$ cat config.mk
export PLATFORM = sky130hd
export DESIGN_NAME = ocv_soc_interpolator_flat
export DESIGN_NICKNAME = d
export VERILOG_FILES = /design/src/sv/ocv_pkg.sv /design/src/sv/ocv_if.sv /design/src/sv/ocv_soc_interpolator.sv /design/src/sv/ocv_ctrl.sv /design/src/sv/ocv_dp.sv /design/src/flat_wrapper.sv
export SDC_FILE = /design/constraint.sdc
export NUM_CORES = 1
export LEC_CHECK = 0
export ABC_AREA = 1
export BUFFER_PORTS_ARGS = -buffer_cell sky130_fd_sc_hd__buf_4
export CAP_MARGIN = 40
export CELL_PAD_IN_SITES_DETAIL_PLACEMENT = 1
export CELL_PAD_IN_SITES_GLOBAL_PLACEMENT = 1
export CORE_MARGIN = 2
export CORE_UTILIZATION = 40
export CTS_CLUSTER_DIAMETER = 150
export CTS_CLUSTER_SIZE = 16
export DETAILED_ROUTE_END_ITERATION = 16
export PLACE_DENSITY = 0.78
export RECOVER_POWER = 100
export SETUP_SLACK_MARGIN = 0.4
export SYNTH_ARGS = -nofsm -noshare
export SYNTH_HDL_FRONTEND = slang
export SYNTH_HIERARCHICAL = 1
export SYNTH_SLANG_ARGS = --single-unit
$ cat constraint.sdc
create_clock -name clk_i -period 12 [get_ports clk_i]
set_input_delay 1.2 -clock clk_i [delete_from_list [all_inputs] [get_ports clk_i]]
set_output_delay 1.2 -clock clk_i [all_outputs]
set_load 0.01 [all_outputs]
$ cat src/sv/ocv_pkg.sv
// Shared types, constants and helpers for the OCV state-of-charge interpolator.
package ocv_pkg;

  localparam int unsigned NumPoints    = 11;
  localparam int unsigned IdxW         = $clog2(NumPoints);
  localparam int unsigned VoltW        = 16;
  localparam int unsigned PointW       = 8;
  localparam int unsigned SocW         = 14;
  localparam int unsigned QuotW        = 10;           // quotient lies in 0..1000
  localparam int unsigned ProdW        = VoltW + QuotW;
  localparam int unsigned CntW         = $clog2(QuotW);
  localparam int unsigned CentiPerStep = 1000;
  localparam int unsigned CentiFull    = 10000;
  localparam int unsigned SocMaxPct    = 100;
  localparam int unsigned RecipTen     = 205;          // 205 / 2048 ~ 1/10 for 0..100
  localparam int unsigned RecipShift   = 11;

  localparam logic CmdEstimate = 1'b0;
  localparam logic CmdWrite    = 1'b1;

  typedef logic [VoltW-1:0] volt_t;

  localparam volt_t OcvReset [NumPoints] = '{
    16'd3300, 16'd3400, 16'd3450, 16'd3500, 16'd3560, 16'd3600,
    16'd3700, 16'd3800, 16'd4000, 16'd4100, 16'd4200
  };

  // Controller to datapath commands.
  typedef struct packed {
    logic load;        // latch voltage, restart scan
    logic wr;          // store a table point
    logic scan;        // step to next table point
    logic capture;     // latch gap and span of the bracketing pair
    logic mul;         // gap * 1000, seed divider
    logic div_step;    // one restoring division step
    logic res_zero;
    logic res_full;
    logic res_interp;
    logic out_load;    // move result into output register
  } cmd_t;

  // Datapath to controller status.
  typedef struct packed {
    logic hit;         // voltage below current table point
    logic idx_zero;
    logic idx_last;
    logic div_last;
  } st_t;

  // point_soc / 10, exact for 0..100.
  function automatic logic [IdxW-1:0] point_index(input logic [PointW-1:0] pct);
    logic [15:0] prod;
    prod = 16'(pct) * 16'(RecipTen);
    return IdxW'(prod >> RecipShift);
  endfunction

endpackage

$ cat src/sv/ocv_if.sv
// Valid/ready channel interfaces for request and result transfers.
interface ocv_req_if;
  logic                         valid;
  logic                         ready;
  logic                         command;
  logic [ocv_pkg::VoltW-1:0]    voltage_mv;
  logic [ocv_pkg::PointW-1:0]   point_soc;

  modport source (output valid, command, voltage_mv, point_soc, input ready);
  modport sink   (input valid, command, voltage_mv, point_soc, output ready);
endinterface

interface ocv_rsp_if;
  logic                         valid;
  logic                         ready;
  logic [ocv_pkg::SocW-1:0]     soc_centi;

  modport source (output valid, soc_centi, input ready);
  modport sink   (input valid, soc_centi, output ready);
endinterface

$ cat src/sv/ocv_soc_interpolator.sv
// Top level: OCV table state-of-charge interpolator, controller plus datapath.
// Write transfers complete in the accept cycle; ready stays high, so writes go back to back.
// Estimate path: SCAN runs to the first point above the voltage; at the table ends it goes
// straight to FINISH, else through MUL, the divider and RES before FINISH loads the output register.
// One item at a time; the scan (one point per cycle), the 10-step divider and output back-pressure set the rate.
// Reset (async, active low) loads the default table and empties the output register.
module ocv_soc_interpolator (
  input  logic       clk_i,
  input  logic       rst_ni,
  ocv_req_if.sink    req_i,
  ocv_rsp_if.source  rsp_o
);

  ocv_pkg::cmd_t cmd;
  ocv_pkg::st_t  st;

  // Controller: accepts a request only when idle, drives the datapath step by step:
  // scan for first point above the voltage, multiply the gap by 1000, divide
  // by the span one quotient bit per cycle, then hand the result to the output
  // register. The output register frees the controller to take the next transfer
  // while a result still waits downstream.
  ocv_ctrl u_ctrl (
    .clk_i        (clk_i),
    .rst_ni       (rst_ni),
    .in_valid_i   (req_i.valid),
    .in_command_i (req_i.command),
    .in_ready_o   (req_i.ready),
    .out_ready_i  (rsp_o.ready),
    .out_valid_o  (rsp_o.valid),
    .st_i         (st),
    .cmd_o        (cmd)
  );

  // Datapath: 11-entry table in flops, one read port driven by the scan index,
  // 16x10 constant product, restoring divider, result and output registers.
  ocv_dp u_dp (
    .clk_i     (clk_i),
    .rst_ni    (rst_ni),
    .cmd_i     (cmd),
    .voltage_i (req_i.voltage_mv),
    .point_i   (req_i.point_soc),
    .st_o      (st),
    .soc_o     (rsp_o.soc_centi)
  );

endmodule

$ cat src/sv/ocv_ctrl.sv
// Sequencing state machine for table writes and SOC estimates.
module ocv_ctrl (
  input  logic           clk_i,
  input  logic           rst_ni,
  input  logic           in_valid_i,
  input  logic           in_command_i,
  output logic           in_ready_o,
  input  logic           out_ready_i,
  output logic           out_valid_o,
  input  ocv_pkg::st_t   st_i,
  output ocv_pkg::cmd_t  cmd_o
);

  typedef enum logic [2:0] {
    IDLE, SCAN, MUL, DIV, RES, FINISH
  } state_e;

  state_e state_q;
  logic   out_valid_q;
  logic   in_xfer;

  assign in_ready_o  = (state_q == IDLE);
  assign in_xfer     = in_valid_i && in_ready_o;
  assign out_valid_o = out_valid_q;

  always_comb begin
    cmd_o = '0;
    case (state_q)
      IDLE: begin
        cmd_o.load = in_xfer;
        cmd_o.wr   = in_xfer && (in_command_i == ocv_pkg::CmdWrite);
      end
      SCAN: begin
        if (st_i.hit) begin
          cmd_o.res_zero = st_i.idx_zero;
          cmd_o.capture  = !st_i.idx_zero;
        end else if (st_i.idx_last) begin
          cmd_o.res_full = 1'b1;
        end else begin
          cmd_o.scan = 1'b1;
        end
      end
      MUL:    cmd_o.mul        = 1'b1;
      DIV:    cmd_o.div_step   = 1'b1;
      RES:    cmd_o.res_interp = 1'b1;
      FINISH: cmd_o.out_load   = !out_valid_q || out_ready_i;
      default: cmd_o = '0;
    endcase
  end

  always_ff @(posedge clk_i or negedge rst_ni) begin
    if (!rst_ni) begin
      state_q     <= IDLE;
      out_valid_q <= 1'b0;
    end else begin
      if (cmd_o.out_load) begin
        out_valid_q <= 1'b1;
      end else if (out_ready_i) begin
        out_valid_q <= 1'b0;
      end
      case (state_q)
        IDLE: begin
          if (in_xfer && (in_command_i == ocv_pkg::CmdEstimate)) begin
            state_q <= SCAN;
          end
        end
        SCAN: begin
          if (st_i.hit) begin
            state_q <= st_i.idx_zero ? FINISH : MUL;
          end else if (st_i.idx_last) begin
            state_q <= FINISH;
          end
        end
        MUL: state_q <= DIV;
        DIV: begin
          if (st_i.div_last) begin
            state_q <= RES;
          end
        end
        RES: state_q <= FINISH;
        FINISH: begin
          if (cmd_o.out_load) begin
            state_q <= IDLE;
          end
        end
        default: state_q <= IDLE;
      endcase
    end
  end

  // A write transfer never produces a result.
  a_write_no_result: assert property (@(posedge clk_i) disable iff (!rst_ni)
    (in_xfer && in_command_i == ocv_pkg::CmdWrite) |=> !$rose(out_valid_q))
    else $error("result raised after a table write");

  // A waiting result is never overwritten.
  a_no_overwrite: assert property (@(posedge clk_i) disable iff (!rst_ni)
    cmd_o.out_load |-> (!out_valid_q || out_ready_i))
    else $error("output register overwritten while held");

  // Scanning past the last point ends the search.
  a_scan_ends: assert property (@(posedge clk_i) disable iff (!rst_ni)
    (state_q == SCAN && !st_i.hit && st_i.idx_last) |=> (state_q == FINISH))
    else $error("scan ran past the last table point");

endmodule

$ cat src/sv/ocv_dp.sv
// Table storage, bracket search, product and serial divider datapath.
module ocv_dp (
  input  logic                        clk_i,
  input  logic                        rst_ni,
  input  ocv_pkg::cmd_t               cmd_i,
  input  logic [ocv_pkg::VoltW-1:0]   voltage_i,
  input  logic [ocv_pkg::PointW-1:0]  point_i,
  output ocv_pkg::st_t                st_o,
  output logic [ocv_pkg::SocW-1:0]    soc_o
);

  ocv_pkg::volt_t tbl_q [ocv_pkg::NumPoints];

  ocv_pkg::volt_t                 v_q, prev_q, gap_q, span_q, rem_q, hi;
  logic [ocv_pkg::IdxW-1:0]       idx_q;
  logic [ocv_pkg::QuotW-1:0]      nq_q;        // numerator bits shift out, quotient shifts in
  logic [ocv_pkg::CntW-1:0]       cnt_q;
  logic [ocv_pkg::SocW-1:0]       res_q, soc_q;
  logic [ocv_pkg::ProdW-1:0]      prod;
  logic [ocv_pkg::VoltW:0]        trial;
  logic                           ge;

  assign hi    = tbl_q[idx_q];
  assign prod  = ocv_pkg::ProdW'(gap_q) * ocv_pkg::ProdW'(ocv_pkg::CentiPerStep);
  assign trial = {rem_q, nq_q[ocv_pkg::QuotW-1]};
  assign ge    = trial >= {1'b0, span_q};

  assign st_o.hit      = v_q < hi;
  assign st_o.idx_zero = (idx_q == '0);
  assign st_o.idx_last = (idx_q == ocv_pkg::IdxW'(ocv_pkg::NumPoints - 1));
  assign st_o.div_last = (cnt_q == ocv_pkg::CntW'(ocv_pkg::QuotW - 1));
  assign soc_o         = soc_q;

  always_ff @(posedge clk_i or negedge rst_ni) begin
    if (!rst_ni) begin
      for (int k = 0; k < ocv_pkg::NumPoints; k++) begin
        tbl_q[k] <= ocv_pkg::OcvReset[k];
      end
    end else if (cmd_i.wr && (point_i <= ocv_pkg::PointW'(ocv_pkg::SocMaxPct))) begin
      tbl_q[ocv_pkg::point_index(point_i)] <= voltage_i;
    end
  end

  always_ff @(posedge clk_i) begin
    if (cmd_i.load) begin
      v_q   <= voltage_i;
      idx_q <= '0;
    end
    if (cmd_i.scan) begin
      prev_q <= hi;
      idx_q  <= idx_q + 1'b1;
    end
    if (cmd_i.capture) begin
      gap_q  <= hi - v_q;
      span_q <= hi - prev_q;
    end
    if (cmd_i.mul) begin
      // gap <= span, so the top bits are already below the divisor
      rem_q <= prod[ocv_pkg::ProdW-1:ocv_pkg::QuotW];
      nq_q  <= prod[ocv_pkg::QuotW-1:0];
      cnt_q <= '0;
    end
    if (cmd_i.div_step) begin
      rem_q <= ge ? ocv_pkg::VoltW'(trial - {1'b0, span_q}) : trial[ocv_pkg::VoltW-1:0];
      nq_q  <= {nq_q[ocv_pkg::QuotW-2:0], ge};
      cnt_q <= cnt_q + 1'b1;
    end
    if (cmd_i.res_zero) begin
      res_q <= '0;
    end
    if (cmd_i.res_full) begin
      res_q <= ocv_pkg::SocW'(ocv_pkg::CentiFull);
    end
    if (cmd_i.res_interp) begin
      res_q <= ocv_pkg::SocW'(idx_q) * ocv_pkg::SocW'(ocv_pkg::CentiPerStep)
             - ocv_pkg::SocW'(nq_q);
    end
    if (cmd_i.out_load) begin
      soc_q <= res_q;
    end
  end

  // Bracketing pair always gives a nonzero span covering the gap.
  a_span_ok: assert property (@(posedge clk_i) disable iff (!rst_ni)
    cmd_i.mul |-> (span_q != '0 && gap_q <= span_q))
    else $error("bad interpolation bracket");

  // Delivered estimate stays within full scale.
  a_soc_range: assert property (@(posedge clk_i) disable iff (!rst_ni)
    cmd_i.out_load |=> (soc_q <= ocv_pkg::SocW'(ocv_pkg::CentiFull)))
    else $error("estimate above full scale");

endmodule

$ cat src/flat_wrapper.sv
// flat-port wrapper written by rule: the top's interface ports become plain ports
module ocv_soc_interpolator_flat 
  (clk_i, rst_ni, req_i_valid, req_i_command, req_i_voltage_mv, req_i_point_soc, req_i_ready, rsp_o_valid, rsp_o_soc_centi, rsp_o_ready);
  ocv_req_if req_i_i ();
  ocv_rsp_if rsp_o_i ();
  input  logic clk_i;
  input  logic rst_ni;
  input wire logic [$bits(req_i_i.valid)-1:0] req_i_valid;
  input wire logic [$bits(req_i_i.command)-1:0] req_i_command;
  input wire logic [$bits(req_i_i.voltage_mv)-1:0] req_i_voltage_mv;
  input wire logic [$bits(req_i_i.point_soc)-1:0] req_i_point_soc;
  output wire logic [$bits(req_i_i.ready)-1:0] req_i_ready;
  output wire logic [$bits(rsp_o_i.valid)-1:0] rsp_o_valid;
  output wire logic [$bits(rsp_o_i.soc_centi)-1:0] rsp_o_soc_centi;
  input wire logic [$bits(rsp_o_i.ready)-1:0] rsp_o_ready;
  assign req_i_i.valid = req_i_valid;
  assign req_i_i.command = req_i_command;
  assign req_i_i.voltage_mv = req_i_voltage_mv;
  assign req_i_i.point_soc = req_i_point_soc;
  assign req_i_ready = req_i_i.ready;
  assign rsp_o_valid = rsp_o_i.valid;
  assign rsp_o_soc_centi = rsp_o_i.soc_centi;
  assign rsp_o_i.ready = rsp_o_ready;
  ocv_soc_interpolator u_core (.clk_i(clk_i), .rst_ni(rst_ni), .req_i(req_i_i), .rsp_o(rsp_o_i));
endmodule
==> flow_summary.json <==
{
  "final_nets": 2869,
  "synth_warnings": 6,
  "slowest_stage": "clkbuf_1",
  "dieWidth_um": 235,
  "reg2reg_setup_slack_ns": 4.41,
  "async_flop_share_pct": 58.8,
  "fin_cells": 3297,
  "clockRootBuffer": "clkbuf_16",
  "min_to": "u_core/u_dp/soc_o[11]",
  "critical_path_class": "in -> reg",
  "synth_cell_types": 43,
  "area_growth_pct": 6.43,
  "min_path_cells": 0,
  "fillers": 6416,
  "start_util_pct": 40.5,
  "num_vias": 17900,
  "antennaDiodeCount": 0,
  "clockBufferDepth": 3,
  "die_y_um": 235,
  "finalCoreUtilization_pct": 43.1,
  "fin_skew_ns": 0.0282,
  "cts_tree": "built",
  "critPathRequiredTime_ns": 12.44,
  "cp_common_cell": "nand2_1",
  "max-cap-violations": 11,
  "postCtsSetupRepairBufs": 0,
  "h-tree-depth": 1,
  "synth.cell_area_mm2": 0.0213,
  "drt_pass1_iterations": 5,
  "critPathTopFamily": "buffers and inverters",
  "row_count": 84,
  "antenna_found_initial": 1,
  "grt_use_total_pct": 23.4,
  "die_area_mm2": 0.0551,
  "rr_worst_depth": 17,
  "place_inst": 3255,
  "final_max_slew_viol_count": 575,
  "avgSynthCellArea_um2": 8.22,
  "end_kind": "flip-flop",
  "min_path_type": "reg -> reg",
  "path_cells": "clkbuf_1 > ha_1 > inv_1 > fa_1 > inv_1 > fa_1 > inv_1 > fa_1 > inv_1 > ha_1 > a21oi_1 > nand2_1 > nand2_1 > nand3_1 > nand2_1 > nand3_1 > nor2_4 > clkbuf_1 > nand2_1 > nand2_1 > nand2_1",
  "synth_seq_cells": 306,
  "post-dp-hpwl_mm": 47.0,
  "cp_max_fo": 68,
  "slew_headroom_pct": -138,
  "routed_wl_mm": 64.3,
  "drive_above_1_share_pct": 5.25,
  "ctsHoldBuffers": 0,
  "period_needed_ns": 8.10,
  "worstHoldStart": "u_core/u_dp/res_q[11]",
  "rsz0062_at_grt": "false",
  "cts.sinks": 306,
  "hold_slack_ns": 0.417,
  "setup_viol": 0,
  "grt_pass1_wl_mm": 105,
  "clkSlewWorstSetupHoldPaths_ns": 0.08,
  "setup_tns_ns": 0,
  "synth_edf_count": 126,
  "arrival_ns": 8.55,
  "ctsResizeCount": 0,
  "ant_nets": 0,
  "core-area_mm2": 0.0527,
  "grt_overflow": 0,
  "cts_made_buffers": 23,
  "violations": "capacitance limit, slew limit",
  "syn_nets": 2871,
  "tightest_slew_ns": 3.57,
  "start_kind": "input pin",
  "clk_latency_ns": 0.57,
  "startpoint": "req_i_point_soc[2]",
  "final.period_utilization_pct": 67.5,
  "yosysSeqAreaShare_pct": 39.3,
  "outcome": "finished with violations",
  "ios": 45,
  "drc": 0,
  "rr_endpoint": "u_core/u_dp/span_q[11]",
  "dr.first_iter.drc_count": 962,
  "wire_per_inst_um": 19.5,
  "grt_start_max_net_pins": 79,
  "io_buffers": 44,
  "avgViaCountPerCell": 5.42,
  "grt_pass1_vias": 19400,
  "r2r-start": "u_core/u_dp/idx_q[1]",
  "critical_path_buf_inv_count": 6,
  "place_congestion": 0.883,
  "synth_flop_cell": "edfxtp_1",
  "fmax_ghz": 0.123,
  "max_stage_delay_ns": 2.16,
  "synth_cells": 2594,
  "finalHoldViolCount": 0
}
registers in the layout (all words and copies together), names as in the netlist, 3 cells and up:
register               count
u_core/u_dp/rem_q         16
u_core/u_dp/soc_o         14
u_core/u_dp/v_q           16
u_core/u_dp/nq_q          10
u_core/u_dp/tbl_q        176
u_core/u_dp/gap_q         16
u_core/u_dp/cnt_q          4
u_core/u_dp/res_q         14
u_core/u_ctrl/state_q      3
u_core/u_dp/prev_q        16
u_core/u_dp/idx_q          4
u_core/u_dp/span_q        16
area by class of cell:
| class | count | area (µm²) | share of cell area, % |
|---|---|---|---|
| clock buffers | 40 | 639 | 2.82 |
| clock inverters | 2 | 25.0 | 0.110 |
| inverters | 326 | 1220 | 5.39 |
| multi-input cells | 1857 | 11200 | 49.2 |
| flip-flops and latches | 306 | 8370 | 36.9 |
| well taps | 688 | 861 | 3.79 |
| repair buffers | 78 | 399 | 1.76 |
cells in the final DEF, fill, tap and decap left out, types with 8 or more instances in the layout:
master     netlist  layout
o211ai_1        17      17
o21bai_1        10      10
inv_1          320     320
xnor2_1         17      17
nand3b_1        24      24
o21ai_0        147     147
nand2_1        704     711
fa_1            75      75
nand3_1        271     271
clkbuf_1        62      72
o22ai_1          8       8
nand4_1         16      16
a21oi_1         73      73
dfstp_2         63      63
buf_4            7      22
nor2_1         180     182
dfrtp_1        117     117
edfxtp_1       126     126
o221ai_1        15      15
clkbuf_16        0      23
xor2_1          28      28
ha_1           173     173
nor3_1          22      22
metrics by stage:
stage	cell area, µm²	setup slack (ns)
after floorplan	21300	7.12
after global placement	22100	6.00
after detailed placement	22300	5.84
after CTS	23000	6.35
after global routing	22700	3.37
final	22700	3.90
cells by family after synthesis:
group / after synthesis / share of synthesized area, %
DFF: 306 / 39.3
buffers and inverters: 431 / 8.21
adders and majority gates: 248 / 17.2
AOI/OAI and AO/OA: 307 / 8.33
and+or+nand+nor: 1257 / 25.2
xor gates and xnor gates: 45 / 1.85
metal layers:
| metal | up-vias | routed length [µm] | track usage (%) |
|---|---|---|---|
| met5 | - | 13 | 0 |
| met4 | 2 | 2740 | 9.74 |
| met3 | 124 | 2230 | 2.61 |
| met2 | 336 | 32300 | 41.7 |
| met1 | 8960 | 27100 | 28.6 |
| li1 | 8441 | - | - |
cell usage after synthesis, types with 24 or more instances:
library cell	instances	area [µm²]
edfxtp_1	126	3780
fa_1	75	1500
buf_2	24	120
dfstp_2	63	1660
ha_1	173	2160
nand3_1	271	1360
dfrtp_1	117	2930
clkbuf_1	62	233
a21oi_1	73	365
inv_1	320	1200
xor2_1	28	245
nand3b_1	24	180
o21ai_0	147	736
nor2_1	180	676
nand2_1	704	2640
worst max-delay path by stage:
stage                                  end  slack (ns)  depth (start not counted)
detailed placement  u_core/u_dp/tbl_q[110]        5.84                         21
global route        u_core/u_dp/tbl_q[169]        3.37                         21
floorplan            u_core/u_dp/tbl_q[53]        7.12                         20
CTS                   u_core/u_dp/idx_q[1]        6.35                         19
finish              u_core/u_dp/tbl_q[173]        3.90                         21
global placement     u_core/u_dp/tbl_q[98]        6.00                         21
Power is left out: the tool's default activity adds up to more than one toggle a clock period on the data nets, which glitch-free logic cannot reach.
